==> config.mk <==
export PLATFORM = sky130hd
export DESIGN_NAME = qsvge_ctrl
export DESIGN_NICKNAME = d
export VERILOG_FILES = /design/src/design/qsvge_pkg.sv /design/src/design/qsvge_ctrl.sv
export SDC_FILE = /design/constraint.sdc
export NUM_CORES = 1
export LEC_CHECK = 0
export BUFFER_PORTS_ARGS = -buffer_cell sky130_fd_sc_hd__buf_4
export CAP_MARGIN = 25
export CORE_ASPECT_RATIO = 2
export CORE_MARGIN = 2
export CORE_UTILIZATION = 45
export CTS_CLUSTER_DIAMETER = 50
export DETAILED_ROUTE_END_ITERATION = 10
export PLACE_DENSITY = 0.77
export SETUP_SLACK_MARGIN = 0.02
export SLEW_MARGIN = 20
export SYNTH_ARGS = -nofsm -noshare
export SYNTH_HDL_FRONTEND = slang
export SYNTH_SLANG_ARGS = --single-unit
==> constraint.sdc <==
create_clock -name clk -period 5.1 [get_ports clk]
set_input_delay 0.255 -clock clk [delete_from_list [all_inputs] [get_ports clk]]
set_output_delay 0.255 -clock clk [all_outputs]
set_load 0.02 [all_outputs]
==> src/design/qsvge_pkg.sv <==
// Package for the qubit state-vector gate engine.
// Holds item types, opcodes, status codes, the datapath command type and fixed-point constants. No dependencies.
`timescale 1ns / 1ps
package qsvge_pkg;
    localparam int MaxQubits = 6;
    localparam int AmpWidth  = 16;
    localparam int FracBits  = 14;
    localparam int VecDepth  = 1 << MaxQubits;
    localparam int IdxW      = MaxQubits;

    localparam logic [2:0] OP_INIT  = 3'd0;
    localparam logic [2:0] OP_GATE  = 3'd1;
    localparam logic [2:0] OP_CGATE = 3'd2;
    localparam logic [2:0] OP_SWAP  = 3'd3;
    localparam logic [2:0] OP_READ  = 3'd4;

    localparam logic [1:0] ST_OK    = 2'd0;
    localparam logic [1:0] ST_RANGE = 2'd1;
    localparam logic [1:0] ST_SAME  = 2'd2;

    typedef struct packed {
        logic [2:0]         opcode;
        logic [2:0]         target;
        logic [2:0]         control;
        logic [5:0]         basis_index;
        logic signed [15:0] m00_re;
        logic signed [15:0] m00_im;
        logic signed [15:0] m01_re;
        logic signed [15:0] m01_im;
        logic signed [15:0] m10_re;
        logic signed [15:0] m10_im;
        logic signed [15:0] m11_re;
        logic signed [15:0] m11_im;
    } in_item_t;

    typedef struct packed {
        logic [5:0]         amp_index;
        logic signed [15:0] amp_re;
        logic signed [15:0] amp_im;
        logic [1:0]         status;
        logic               last;
    } out_item_t;

    // controller -> datapath
    typedef struct packed {
        logic            mem_we;
        logic [IdxW-1:0] mem_waddr;
        logic            wsel_new;   // 1: write new amp, 0: write basis value
        logic            wsel_one;   // basis value is one (else zero)
        logic            wsel_b;     // new amp of second index
        logic            rd_en;
        logic [IdxW-1:0] raddr;
        logic            lat_a;      // latch read data as first operand
        logic            lat_b;      // latch read data as second operand
        logic            calc;       // compute products
    } dp_cmd_t;
endpackage

==> src/design/qsvge_ctrl.sv <==
// Controller: sequences clears, gate pair walks, swaps and readout.
// Depends on qsvge_pkg.
`timescale 1ns / 1ps
module qsvge_ctrl
    import qsvge_pkg::*;
(
    input  logic              clk,
    input  logic              rst_n,
    input  logic              in_valid,
    output logic              in_stall,
    input  in_item_t          in_data,
    output in_item_t          gate,
    input  logic              cfg_valid,
    output logic              cfg_ready,
    input  logic [2:0]        cfg_data,
    output logic              out_valid,
    input  logic              out_stall,
    output out_item_t         out_data,
    output dp_cmd_t           cmd,
    input  logic signed [AmpWidth-1:0] rd_re,
    input  logic signed [AmpWidth-1:0] rd_im
);
    typedef enum logic [3:0] {
        S_CLEAR, S_IDLE, S_SCAN, S_RDA, S_RDB, S_LATB, S_CALC, S_WRA, S_WRB,
        S_RDOUT, S_RDWAIT, S_OUT, S_ACK
    } state_t;

    state_t state_reg;
    logic [IdxW:0]   cnt_reg;
    logic [IdxW-1:0] idx_reg, jdx_reg, one_reg;
    logic [2:0]      n_reg;        // effective qubit count
    logic [IdxW-1:0] tmask_reg, cmask_reg;
    logic            swap_reg;
    in_item_t        item_reg;
    out_item_t       out_reg;
    logic            ov_reg;
    logic            init_reg;
    logic            busy_ok;

    logic [IdxW:0]   len;
    logic [IdxW-1:0] lmask, tm, cm, i_cur;
    logic [2:0]      ncfg;
    logic            t_bad, c_bad;
    logic [1:0]      acc_status;
    in_item_t        swap_item;

    assign len   = (IdxW+1)'(1) << n_reg;
    assign lmask = IdxW'(len - 1'b1);
    assign tm    = IdxW'(1) << (n_reg - 3'd1 - in_data.target);
    assign cm    = IdxW'(1) << (n_reg - 3'd1 - in_data.control);
    assign t_bad = in_data.target >= n_reg;
    assign c_bad = in_data.control >= n_reg;
    assign ncfg  = (cfg_data == 3'd0) ? 3'd1 :
                   (cfg_data > 3'(MaxQubits)) ? 3'(MaxQubits) : cfg_data;
    assign i_cur = cnt_reg[IdxW-1:0];

    assign busy_ok   = (state_reg == S_IDLE) && !ov_reg;
    assign in_stall  = !busy_ok;
    // an offered item has priority over a register write
    assign cfg_ready = busy_ok && !in_valid;
    assign out_valid = ov_reg;
    assign out_data  = out_reg;
    assign gate      = item_reg;

    // swaps use a fixed permutation matrix held in the item register
    always_comb
    begin
        swap_item        = in_data;
        swap_item.m00_re = '0;
        swap_item.m00_im = '0;
        swap_item.m01_re = 16'sd16384;
        swap_item.m01_im = '0;
        swap_item.m10_re = 16'sd16384;
        swap_item.m10_im = '0;
        swap_item.m11_re = '0;
        swap_item.m11_im = '0;
    end

    // range check first, then control equal to target
    always_comb
    begin
        acc_status = ST_OK;
        case (in_data.opcode)
            OP_GATE:
            begin
                if (t_bad)
                    acc_status = ST_RANGE;
            end
            OP_CGATE, OP_SWAP:
            begin
                if (t_bad || c_bad)
                    acc_status = ST_RANGE;
                else if (in_data.target == in_data.control)
                    acc_status = ST_SAME;
            end
            default: ;
        endcase
    end

    always_comb
    begin
        cmd = '0;
        case (state_reg)
            S_CLEAR:
            begin
                cmd.mem_we    = 1'b1;
                cmd.mem_waddr = i_cur;
                cmd.wsel_one  = (i_cur == one_reg);
            end
            S_RDA:
            begin
                cmd.rd_en = 1'b1;
                cmd.raddr = idx_reg;
            end
            S_RDB:
            begin
                cmd.rd_en = 1'b1;
                cmd.raddr = jdx_reg;
                cmd.lat_a = 1'b1;
            end
            S_LATB: cmd.lat_b = 1'b1;
            S_CALC: cmd.calc = 1'b1;
            S_WRA:
            begin
                cmd.mem_we    = 1'b1;
                cmd.mem_waddr = idx_reg;
                cmd.wsel_new  = 1'b1;
            end
            S_WRB:
            begin
                cmd.mem_we    = 1'b1;
                cmd.mem_waddr = jdx_reg;
                cmd.wsel_new  = 1'b1;
                cmd.wsel_b    = 1'b1;
            end
            S_RDOUT:
            begin
                cmd.rd_en = 1'b1;
                cmd.raddr = i_cur;
            end
            default: ;
        endcase
    end

    always_ff @(posedge clk or negedge rst_n)
    begin
        if (!rst_n)
        begin
            state_reg <= S_CLEAR;
            cnt_reg   <= '0;
            one_reg   <= '0;
            n_reg     <= 3'd1;
            ov_reg    <= 1'b0;
            init_reg  <= 1'b0;
            idx_reg   <= '0;
            jdx_reg   <= '0;
            tmask_reg <= '0;
            cmask_reg <= '0;
            swap_reg  <= 1'b0;
        end
        else
        begin
            if (state_reg == S_RDWAIT || state_reg == S_ACK)
                ov_reg <= 1'b1;
            else if (!out_stall)
                ov_reg <= 1'b0;
            if (state_reg == S_IDLE)
                init_reg <= in_valid && !in_stall && in_data.opcode == OP_INIT;
            case (state_reg)
                S_CLEAR:
                begin
                    cnt_reg <= cnt_reg + 1'b1;
                    // clears after reset or configuration give no acknowledgement
                    if (cnt_reg == (IdxW+1)'(VecDepth - 1))
                        state_reg <= init_reg ? S_ACK : S_IDLE;
                end
                S_IDLE:
                begin
                    if (cfg_valid && cfg_ready)
                    begin
                        n_reg     <= ncfg;
                        one_reg   <= '0;
                        cnt_reg   <= '0;
                        state_reg <= S_CLEAR;
                    end
                    else if (in_valid && !in_stall)
                    begin
                        item_reg  <= (in_data.opcode == OP_SWAP) ? swap_item : in_data;
                        cnt_reg   <= '0;
                        out_reg   <= {6'd0, 16'sd0, 16'sd0, acc_status, 1'b1};
                        tmask_reg <= tm;
                        cmask_reg <= (in_data.opcode inside {OP_CGATE, OP_SWAP}) ? cm : '0;
                        swap_reg  <= (in_data.opcode == OP_SWAP);
                        case (in_data.opcode)
                            OP_INIT:
                            begin
                                one_reg   <= in_data.basis_index & lmask;
                                state_reg <= S_CLEAR;
                            end
                            OP_GATE, OP_CGATE, OP_SWAP:
                                state_reg <= (acc_status == ST_OK) ? S_SCAN : S_ACK;
                            OP_READ: state_reg <= S_RDOUT;
                            default: state_reg <= S_ACK;
                        endcase
                    end
                end
                S_SCAN:
                begin
                    if (cnt_reg == len)
                        state_reg <= S_ACK;
                    else
                    begin
                        cnt_reg <= cnt_reg + 1'b1;
                        if (swap_reg)
                        begin
                            // cmask: first qubit set, tmask: second clear
                            if ((i_cur & cmask_reg) != '0 && (i_cur & tmask_reg) == '0)
                            begin
                                idx_reg   <= i_cur;
                                jdx_reg   <= i_cur ^ cmask_reg ^ tmask_reg;
                                state_reg <= S_RDA;
                            end
                        end
                        else if ((i_cur & tmask_reg) == '0
                                 && (i_cur & cmask_reg) == cmask_reg)
                        begin
                            idx_reg   <= i_cur;
                            jdx_reg   <= i_cur | tmask_reg;
                            state_reg <= S_RDA;
                        end
                    end
                end
                S_RDA: state_reg <= S_RDB;
                S_RDB: state_reg <= S_LATB;
                S_LATB:
                begin
                    // swap: the permutation matrix in the item register routes b to first, a to second
                    state_reg <= S_CALC;
                end
                S_CALC: state_reg <= S_WRA;
                S_WRA:  state_reg <= S_WRB;
                S_WRB:  state_reg <= S_SCAN;
                S_RDOUT: state_reg <= S_RDWAIT;
                S_RDWAIT:
                begin
                    out_reg   <= {i_cur, rd_re, rd_im, ST_OK, (cnt_reg + 1'b1 == len)};
                    state_reg <= S_OUT;
                end
                S_OUT:
                begin
                    if (!out_stall)
                    begin
                        if (out_reg.last)
                            state_reg <= S_IDLE;
                        else
                        begin
                            cnt_reg   <= cnt_reg + 1'b1;
                            state_reg <= S_RDOUT;
                        end
                    end
                end
                S_ACK: state_reg <= S_IDLE;
                default: state_reg <= S_IDLE;
            endcase
        end
    end
endmodule

==> summary.md, run 1 <==
| Metric | Value |
|---|---|
| Status | `finished, final reports clean` |
| WL/cell | `about 20 um` |
| Final setup TNS | `0 ps` |
| Cts hold-fix bufs | `56` |
| Clock Skew | `12.0 ps` |
| IO Pins | `390` |
| GRT Total Usage | `a little under a quarter` |
| Fin nets | `approximately 1,500` |
| IO Port Bufs | `389` |
| Die Height | `between 200 and 250 um` |
| Post-CTS Resized | `0` |
| Pwr/cell area | `420 nW/um^2` |
| Share of the synthesized area in the top cell type | `52.7%` |
| Post-synth EDFFs | `between 150 and 200` |
| CTS Root Cell | `clkbuf_16` |
| Placed wire-length estimate | `about 21,000 um` |
| Routed Antenna Nets | `0` |
| Starting density of the core | `45.5%` |
| Syn_area_per_cell | `12.9 sq um` |
| Fraction of layout cells with a size suffix above 1 | `36.1%` |
| Number of DRC markers in iteration 0 | `567` |
| Placed cell area | `~14,000 sq um` |
| Placer Congestion | `0.924` |
| Via Count | `8,073` |
| Lkg Pwr | `6.32 nW` |
| Critical Path AT | `2870 ps` |
| Die footprint | `between 20,000 and 25,000 sq um` |
| Site Rows | `79` |
| Drt first pass iters | `5` |
| Crit end category | `output port` |
| Ys Warns | `0` |
| Vias in the first global route | `roughly 7,900` |
| Clock latency on the worst-skew pair | `520 ps` |
| Worst setup path class | `flip-flop to output port` |
| Vias per std cell | `5.25` |
| Setup violations, final | `0` |
| # Post-CTS Setup Buffers | `0` |
| Peak supply drop | `approximately 0.35 mV` |
| Top cells by count, synth | `184 x edfxtp_1, 162 x and2_1, 59 x nand2_1, 46 x dfrtp_1, 30 x clkbuf_1` |
| Most numerous cell in the Yosys netlist | `edfxtp_1` |
| Max reg flops | `143` |
| Asr flop ratio synth | `roughly 20%` |
| Synthesized flop and latch total | `231` |
| Synth Cell Area | `10,500 sq um` |
| CTS buffer count | `21` |
| Max cap viols | `0` |
| Initial antenna violation count | `0` |
| Worst EP required | `4850 ps` |
| Area Growth Syn to Fin | `41.3%` |
| Slew HR | `33.7%` |
| Mapped Cells | `roughly 810` |
| Syn Nets | `1,026` |
| Gr ovfl total | `0` |
| Final wirelength | `approximately 30,000 um` |
| Crit share post-route | `roughly three fifths` |
| Worst hold-check path type | `primary input to flip-flop` |
| Clk sinks | `approximately 230` |
| Final Hold Vio Count | `0` |
| Sequential-to-total area share from yosys stat | `63.9%` |
| Top cells by area, synth | `edfxtp_1 53%, dfrtp_1 11%, and2_1 9.7%` |
| Core Box Area | `23,000 sq um` |
| Most common flop cell mapped by yosys | `edfxtp_1` |
| Peak Freq | `roughly 0.32 GHz` |
| Least-Margin Pin Slew | `986 ps` |
| Antenna cells | `0` |
| Count of final max-slew check failures | `0` |
| CTS tree | `done` |
| CTS H-tree depth | `1` |
| Maximum clock path buffer count | `3` |
| Top cell type by total area after synthesis | `edfxtp_1` |
| # DRC | `0` |
| CP startpoint kind | `flip-flop` |
| Pin count of the biggest net entering global routing | `~130` |
| Synth unique cells | `65` |
| Finished Cell Area | `14,800 sq um` |
| RSZ-0062 raised after global routing | `no` |
| Worst-path clk slew | `70 ps` |
| Max FO, Critical Path | `16` |
| First-pass GRT wire length | `44,400 um` |
| Post-route minimum period | `3130 ps` |
| Die Wd | `approximately 110 um` |
## metal layers
metal	share of wire [%]	up-vias	GRT usage [%]
met5	0	-	0
met1	38	3822	28.7
met3	10	42	6.44
met4	2.8	0	7.94
met2	49	460	38.8
li1	-	3749	-
## power breakdown
group | total, mW | switching, mW | internal, mW
registers | 2.60 | 0.274 | 2.32
logic | 2.10 | 1.19 | 0.912
clock network | 1.53 | 0.696 | 0.833
total | 6.23 | 2.16 | 4.07
## worst max-delay path, stage by stage, from the launching register on
cell	delay, ps
dfrtp_1	620
nand2b_1	310
nor3_1	830
a22oi_1	220
o21ai_0	180
buf_4	200
## final timing paths
path	from	end	slack [ps]	cells after the start
max	state_reg[3]$_DFFE_PN0P_	cmd[13]	1970	5
min	in_data[124]	gate[124]$_SDFFCE_PP0P_	20	2
max reg2reg	state_reg[1]$_DFFE_PN0P_	out_data[7]$_SDFFCE_PN0P_	2020	4
min reg2reg	cmask_reg[5]$_DFFE_PN0P_	cmask_reg[5]$_DFFE_PN0P_	530	2
max in group asynchronous	rst_n	idx_reg[3]$_DFFE_PN0P_	4350	2
min in group asynchronous	rst_n	cmask_reg[0]$_DFFE_PN0P_	310	2
## stage by stage
stage          cells  setup slack, ps  util (%)  total power [mW]  hold slack (ps)
2_1_floorplan    814             1580         -              3.99            -40.6
3_3_place_gp    1446             2140      59.1              4.62              319
3_5_place_dp    1446             2050      59.1              4.68              328
4_1_cts         1539             2030      64.3              6.26           0.0249
5_1_grt         1539             1830      64.3              6.54             3.51
6_report        1539             1970      64.3              6.23             19.6
## cell usage in the layout (no fill, tap or decap), types with 7 or more instances in the layout
master and instances:
clkbuf_16 21, and2_1 162, o31ai_1 7, a22oi_1 16, nor3_1 22, o211ai_1 7, dfrtp_1 46, inv_1 16
dlygate4sd3_1 56, edfxtp_1 184, nand3_1 15, ha_1 27, nand2b_1 8, buf_4 392, nor2_1 25, nand2_1 58
o21ai_0 24, a21oi_1 21, xor2_1 19, xnor2_1 15, mux2_4 10
## area by class of cell
cell class | instances | area (sq um)
fillers | 1670 | 8220
flip-flops and latches | 231 | 6700
multi-input cells | 521 | 3520
repair buffers | 449 | 3520
clock buffers | 28 | 562
well taps | 283 | 354
clock inverters | 9 | 80.1
inverters | 18 | 67.6
## logic make-up (layout without fill, tap and decap cells)
| logic type | after synthesis | in the layout | synth area share [%] |
|---|---|---|---|
| buffers and inverters | 62 | 504 | 2.55 |
| adders and majority gates | 29 | 29 | 3.61 |
| muxes | 13 | 13 | 1.74 |
| and+or+nand+nor | 330 | 330 | 17.8 |
| DFF | 231 | 231 | 63.9 |
| xor gates and xnor gates | 34 | 34 | 2.84 |
| AOI/OAI and AO/OA | 115 | 115 | 7.52 |
No activity file was read; power rests on OpenSTA's default activity.
==> run 2: changes to the inputs <==
--- a/config.mk
+++ b/config.mk
@@ -7,12 +7,11 @@
 export LEC_CHECK = 0
 export BUFFER_PORTS_ARGS = -buffer_cell sky130_fd_sc_hd__buf_4
 export CAP_MARGIN = 25
-export CORE_ASPECT_RATIO = 2
-export CORE_MARGIN = 2
-export CORE_UTILIZATION = 45
+export CORE_AREA = 2 2 153 155
 export CTS_CLUSTER_DIAMETER = 50
 export DETAILED_ROUTE_END_ITERATION = 10
-export PLACE_DENSITY = 0.77
+export DIE_AREA = 0 0 155 157
+export PLACE_DENSITY = 0.76
 export SETUP_SLACK_MARGIN = 0.02
 export SLEW_MARGIN = 20
 export SYNTH_ARGS = -nofsm -noshare
==> constraint.sdc (replaced) <==
create_clock -name clk -period 3.3 [get_ports clk]
set_input_delay 0.165 -clock clk [delete_from_list [all_inputs] [get_ports clk]]
set_output_delay 0.165 -clock clk [all_outputs]
set_load 0.02 [all_outputs]
==> run 2 against run 1 <==
Effect of this change: sequential share of layout area is 4.6 points lower; clock-buffer cell count up 4; clock power increased by 110%; global-route usage rose by 5.1 points; critical endpoint is now out_data[10]$_SDFFCE_PN0P_; register-to-register slack got worse by 1600 ps.
==> summary.md, run 2 (synthesis results as in run 1) <==
| Metric | Value |
|---|---|
| Worst hold-check path type | `primary input to flip-flop (unchanged)` |
| Placer Congestion | `0.876 (was 0.924)` |
| Pwr/cell area | `645 nW/um^2 (was 420 nW/um^2)` |
| Commonest cells after routing, fill and taps aside | `402 x buf_4, 184 x edfxtp_1, 179 x dlygate4sd3_1, 162 x and2_1, 58 x nand2_1 (was 392 x buf_4, 184 x edfxtp_1, 162 x and2_1, 58 x nand2_1, 56 x dlygate4sd3_1)` |
| Core Box Area | `22,500 sq um (was 23,000 sq um)` |
| Combinational share of power | `33.2% (was 33.8%)` |
| Cts hold-fix bufs | `178 (was 56)` |
| Lkg Pwr | `7.05 nW (was 6.32 nW)` |
| Clk sinks | `231 (unchanged)` |
| CTS buffer count | `28 (was 21)` |
| Final setup TNS | `0 ps (unchanged)` |
| Final Hold Vio Count | `0 (unchanged)` |
| CTS tree | `done (unchanged)` |
| Power Total | `10.7 mW (was 6.23 mW)` |
| Hold Path Sink | `out_data[10]$_SDFFCE_PN0P_ (was gate[124]$_SDFFCE_PP0P_)` |
| Peak supply drop | `0.388 mV (was 0.353 mV)` |
| P_int | `7.09 mW (was 4.07 mW)` |
| Clock Skew | `15.4 ps (was 12.0 ps)` |
| Least-Margin Pin Slew | `925 ps (was 986 ps)` |
| Critical Path AT | `3070 ps (was 2870 ps)` |
| Die Height | `157 um (was 220 um)` |
| Clk pwr share | `29.6% (was 24.5%)` |
| # Post-CTS Setup Buffers | `0 (unchanged)` |
| Min-delay src | `rd_im[7] (was in_data[124])` |
| First-pass GRT wire length | `52,300 um (was 44,400 um)` |
| Worst-path clk slew | `60 ps (was 70 ps)` |
| Placed wire-length estimate | `23,000 um (was 21,200 um)` |
| Gr ovfl total | `0 (unchanged)` |
| Area Growth Syn to Fin | `57.5% (was 41.3%)` |
| Post-route minimum period | `about 2800 ps` |
| Sequential share of power | `37.1% (was 41.7%)` |
| Starting density of the core | `46.6% (was 45.5%)` |
| CP startpoint kind | `flip-flop (unchanged)` |
| Drt first pass iters | `5 (unchanged)` |
| Worst setup path class | `flip-flop to flip-flop (was flip-flop to output port)` |
| R2R depth | `5 (was 4)` |
| Clock latency on the worst-skew pair | `530 ps (was 520 ps)` |
| Post-CTS Resized | `0 (unchanged)` |
| Worst R2R Setup Slack | `450 ps (was 2020 ps)` |
| Fraction of layout cells with a size suffix above 1 | `34.0% (was 36.1%)` |
| RSZ-0062 raised after global routing | `no (unchanged)` |
| Commonest non-fill, non-tap cell in the layout | `buf_4 (unchanged)` |
| Final wirelength | `35,800 um (was 30,200 um)` |
| Peak Freq | `0.351 GHz` |
| # DRC | `0 (unchanged)` |
| Register area | `6700 sq um (unchanged)` |
| IO Port Bufs | `389 (unchanged)` |
| Via Count | `8,780 (was 8,073)` |
| CTS Root Cell | `clkbuf_16 (unchanged)` |
| Maximum clock path buffer count | `3 (unchanged)` |
| Max FO, Critical Path | `29 (was 16)` |
| Crit end category | `flip-flop (was output port)` |
| RR Endpoint | `out_data[10]$_SDFFCE_PN0P_ (was out_data[7]$_SDFFCE_PN0P_)` |
| Initial antenna violation count | `1 (was 0)` |
| NetSw | `3.57 mW (was 2.16 mW)` |
| Finished Cell Area | `16,500 sq um (was 14,800 sq um)` |
| Max reg flops | `143 (unchanged)` |
| Worst hold stages | `2 (unchanged)` |
| # fillers | `1,408 (was 1,670)` |
| Max cap viols | `0 (unchanged)` |
| GRT Total Usage | `28.1% (was 23.1%)` |
| Site Rows | `55 (was 79)` |
| Pin count of the biggest net entering global routing | `92 (was 127)` |
| Die Wd | `155 um (was 112 um)` |
| Slew HR | `37.8% (was 33.7%)` |
| Crit share post-route | `86.3%` |
| Worst EP required | `3520 ps (was 4850 ps)` |
| Count of final max-slew check failures | `0 (unchanged)` |
| IO Pins | `390 (unchanged)` |
| Util after Layout | `73.4% (was 64.3%)` |
| Crit path from | `state_reg[3]$_DFFE_PN0P_ (unchanged)` |
| Number of DRC markers in iteration 0 | `754 (was 567)` |
| WL/cell | `21.2 um (was 19.6 um)` |
| Placed cell area | `13,800 sq um (was 13,600 sq um)` |
| Die footprint | `24,300 sq um (was 24,600 sq um)` |
| Multi-input gate area | `3520 sq um (about the same)` |
| Final Hold Slack | `17.0 ps (was 19.6 ps)` |
| Vias in the first global route | `8,982 (was 7,881)` |
| Fin nets | `1,598 (was 1,454)` |
| Net Sw Frac | `33.5% (was 34.7%)` |
| Routed Antenna Nets | `0 (unchanged)` |
| CTS H-tree depth | `1 (unchanged)` |
| Status | `finished, final reports clean (unchanged)` |
| Vias per std cell | `5.18 (was 5.25)` |
| Setup violations, final | `0 (unchanged)` |
| Worst R2R Start | `state_reg[3]$_DFFE_PN0P_ (was state_reg[1]$_DFFE_PN0P_)` |
==> run 2: changes by cell type in the layout (fill, tap and decap cells not counted), sizes merged <==
cell         delta
inv             +2
bufinv          +3
diode           +2
dlygate4sd3   +123
clkinv          +5
clkbuf          +4
buf            +14
==> run 2: per-stage QoR <==
stage / cells / setup slack, ps
3_3_place_gp: 1462 / 578
3_5_place_dp: 1462 / 508
5_1_grt: 1693 / 313
6_report: 1694 / 451
4_1_cts: 1691 / 483
2_1_floorplan: 814 / 410
==> run 2: worst max-delay path by stage <==
| stage | endpoint | slack [ps] | cells past startpoint |
|---|---|---|---|
| 2_1_floorplan | out_data[0]$_SDFFCE_PN1P_ | 410 | 6 |
| 3_3_place_gp | out_data[14]$_SDFFCE_PN0P_ | 580 | 5 |
| 3_5_place_dp | out_data[10]$_SDFFCE_PN0P_ | 510 | 5 |
| 4_1_cts | out_data[34]$_SDFFCE_PN0P_ | 480 | 5 |
| 5_1_grt | out_data[16]$_SDFFCE_PN0P_ | 310 | 5 |
| 6_report | out_data[10]$_SDFFCE_PN0P_ | 450 | 5 |
==> run 2: worst max-delay path, cell delays in order, from the launching register on <==
cell and delay (ps):
dfrtp_1 540, or4b_1 770, nor2_4 210, and2_1 360
o21a_2 420, buf_12 240
==> run 2: power by group through the flow <==
stage          Sequential (mW)  Clock [mW]  Combinational [mW]
2_1_floorplan             4.05           0                2.11
3_3_place_gp              3.97           0                3.26
3_5_place_dp              3.99           0                3.31
4_1_cts                   3.94        3.17                3.51
5_1_grt                   4.00        3.31                3.84
6_report                  3.96        3.15                3.54
==> run 2: cell type report <==
type,instances,area share [%]
Timing Repair Buffer,586,29.7
Tap cell,285,2.16
Clock inverter,19,1.26
Inverter,18,0.409
Antenna cell,2,0.0303
Clock buffer,32,4.46
Multi-Input combinational cell,521,21.3
Sequential cell,231,40.6
==> run 2: metal layers <==
layer  part of all wire, %  global-route usage (%)
met1                    36                    33.2
met2                    51                    49.5
met3                   8.6                    7.35
met4                   3.8                    10.7
met5                     0                       0
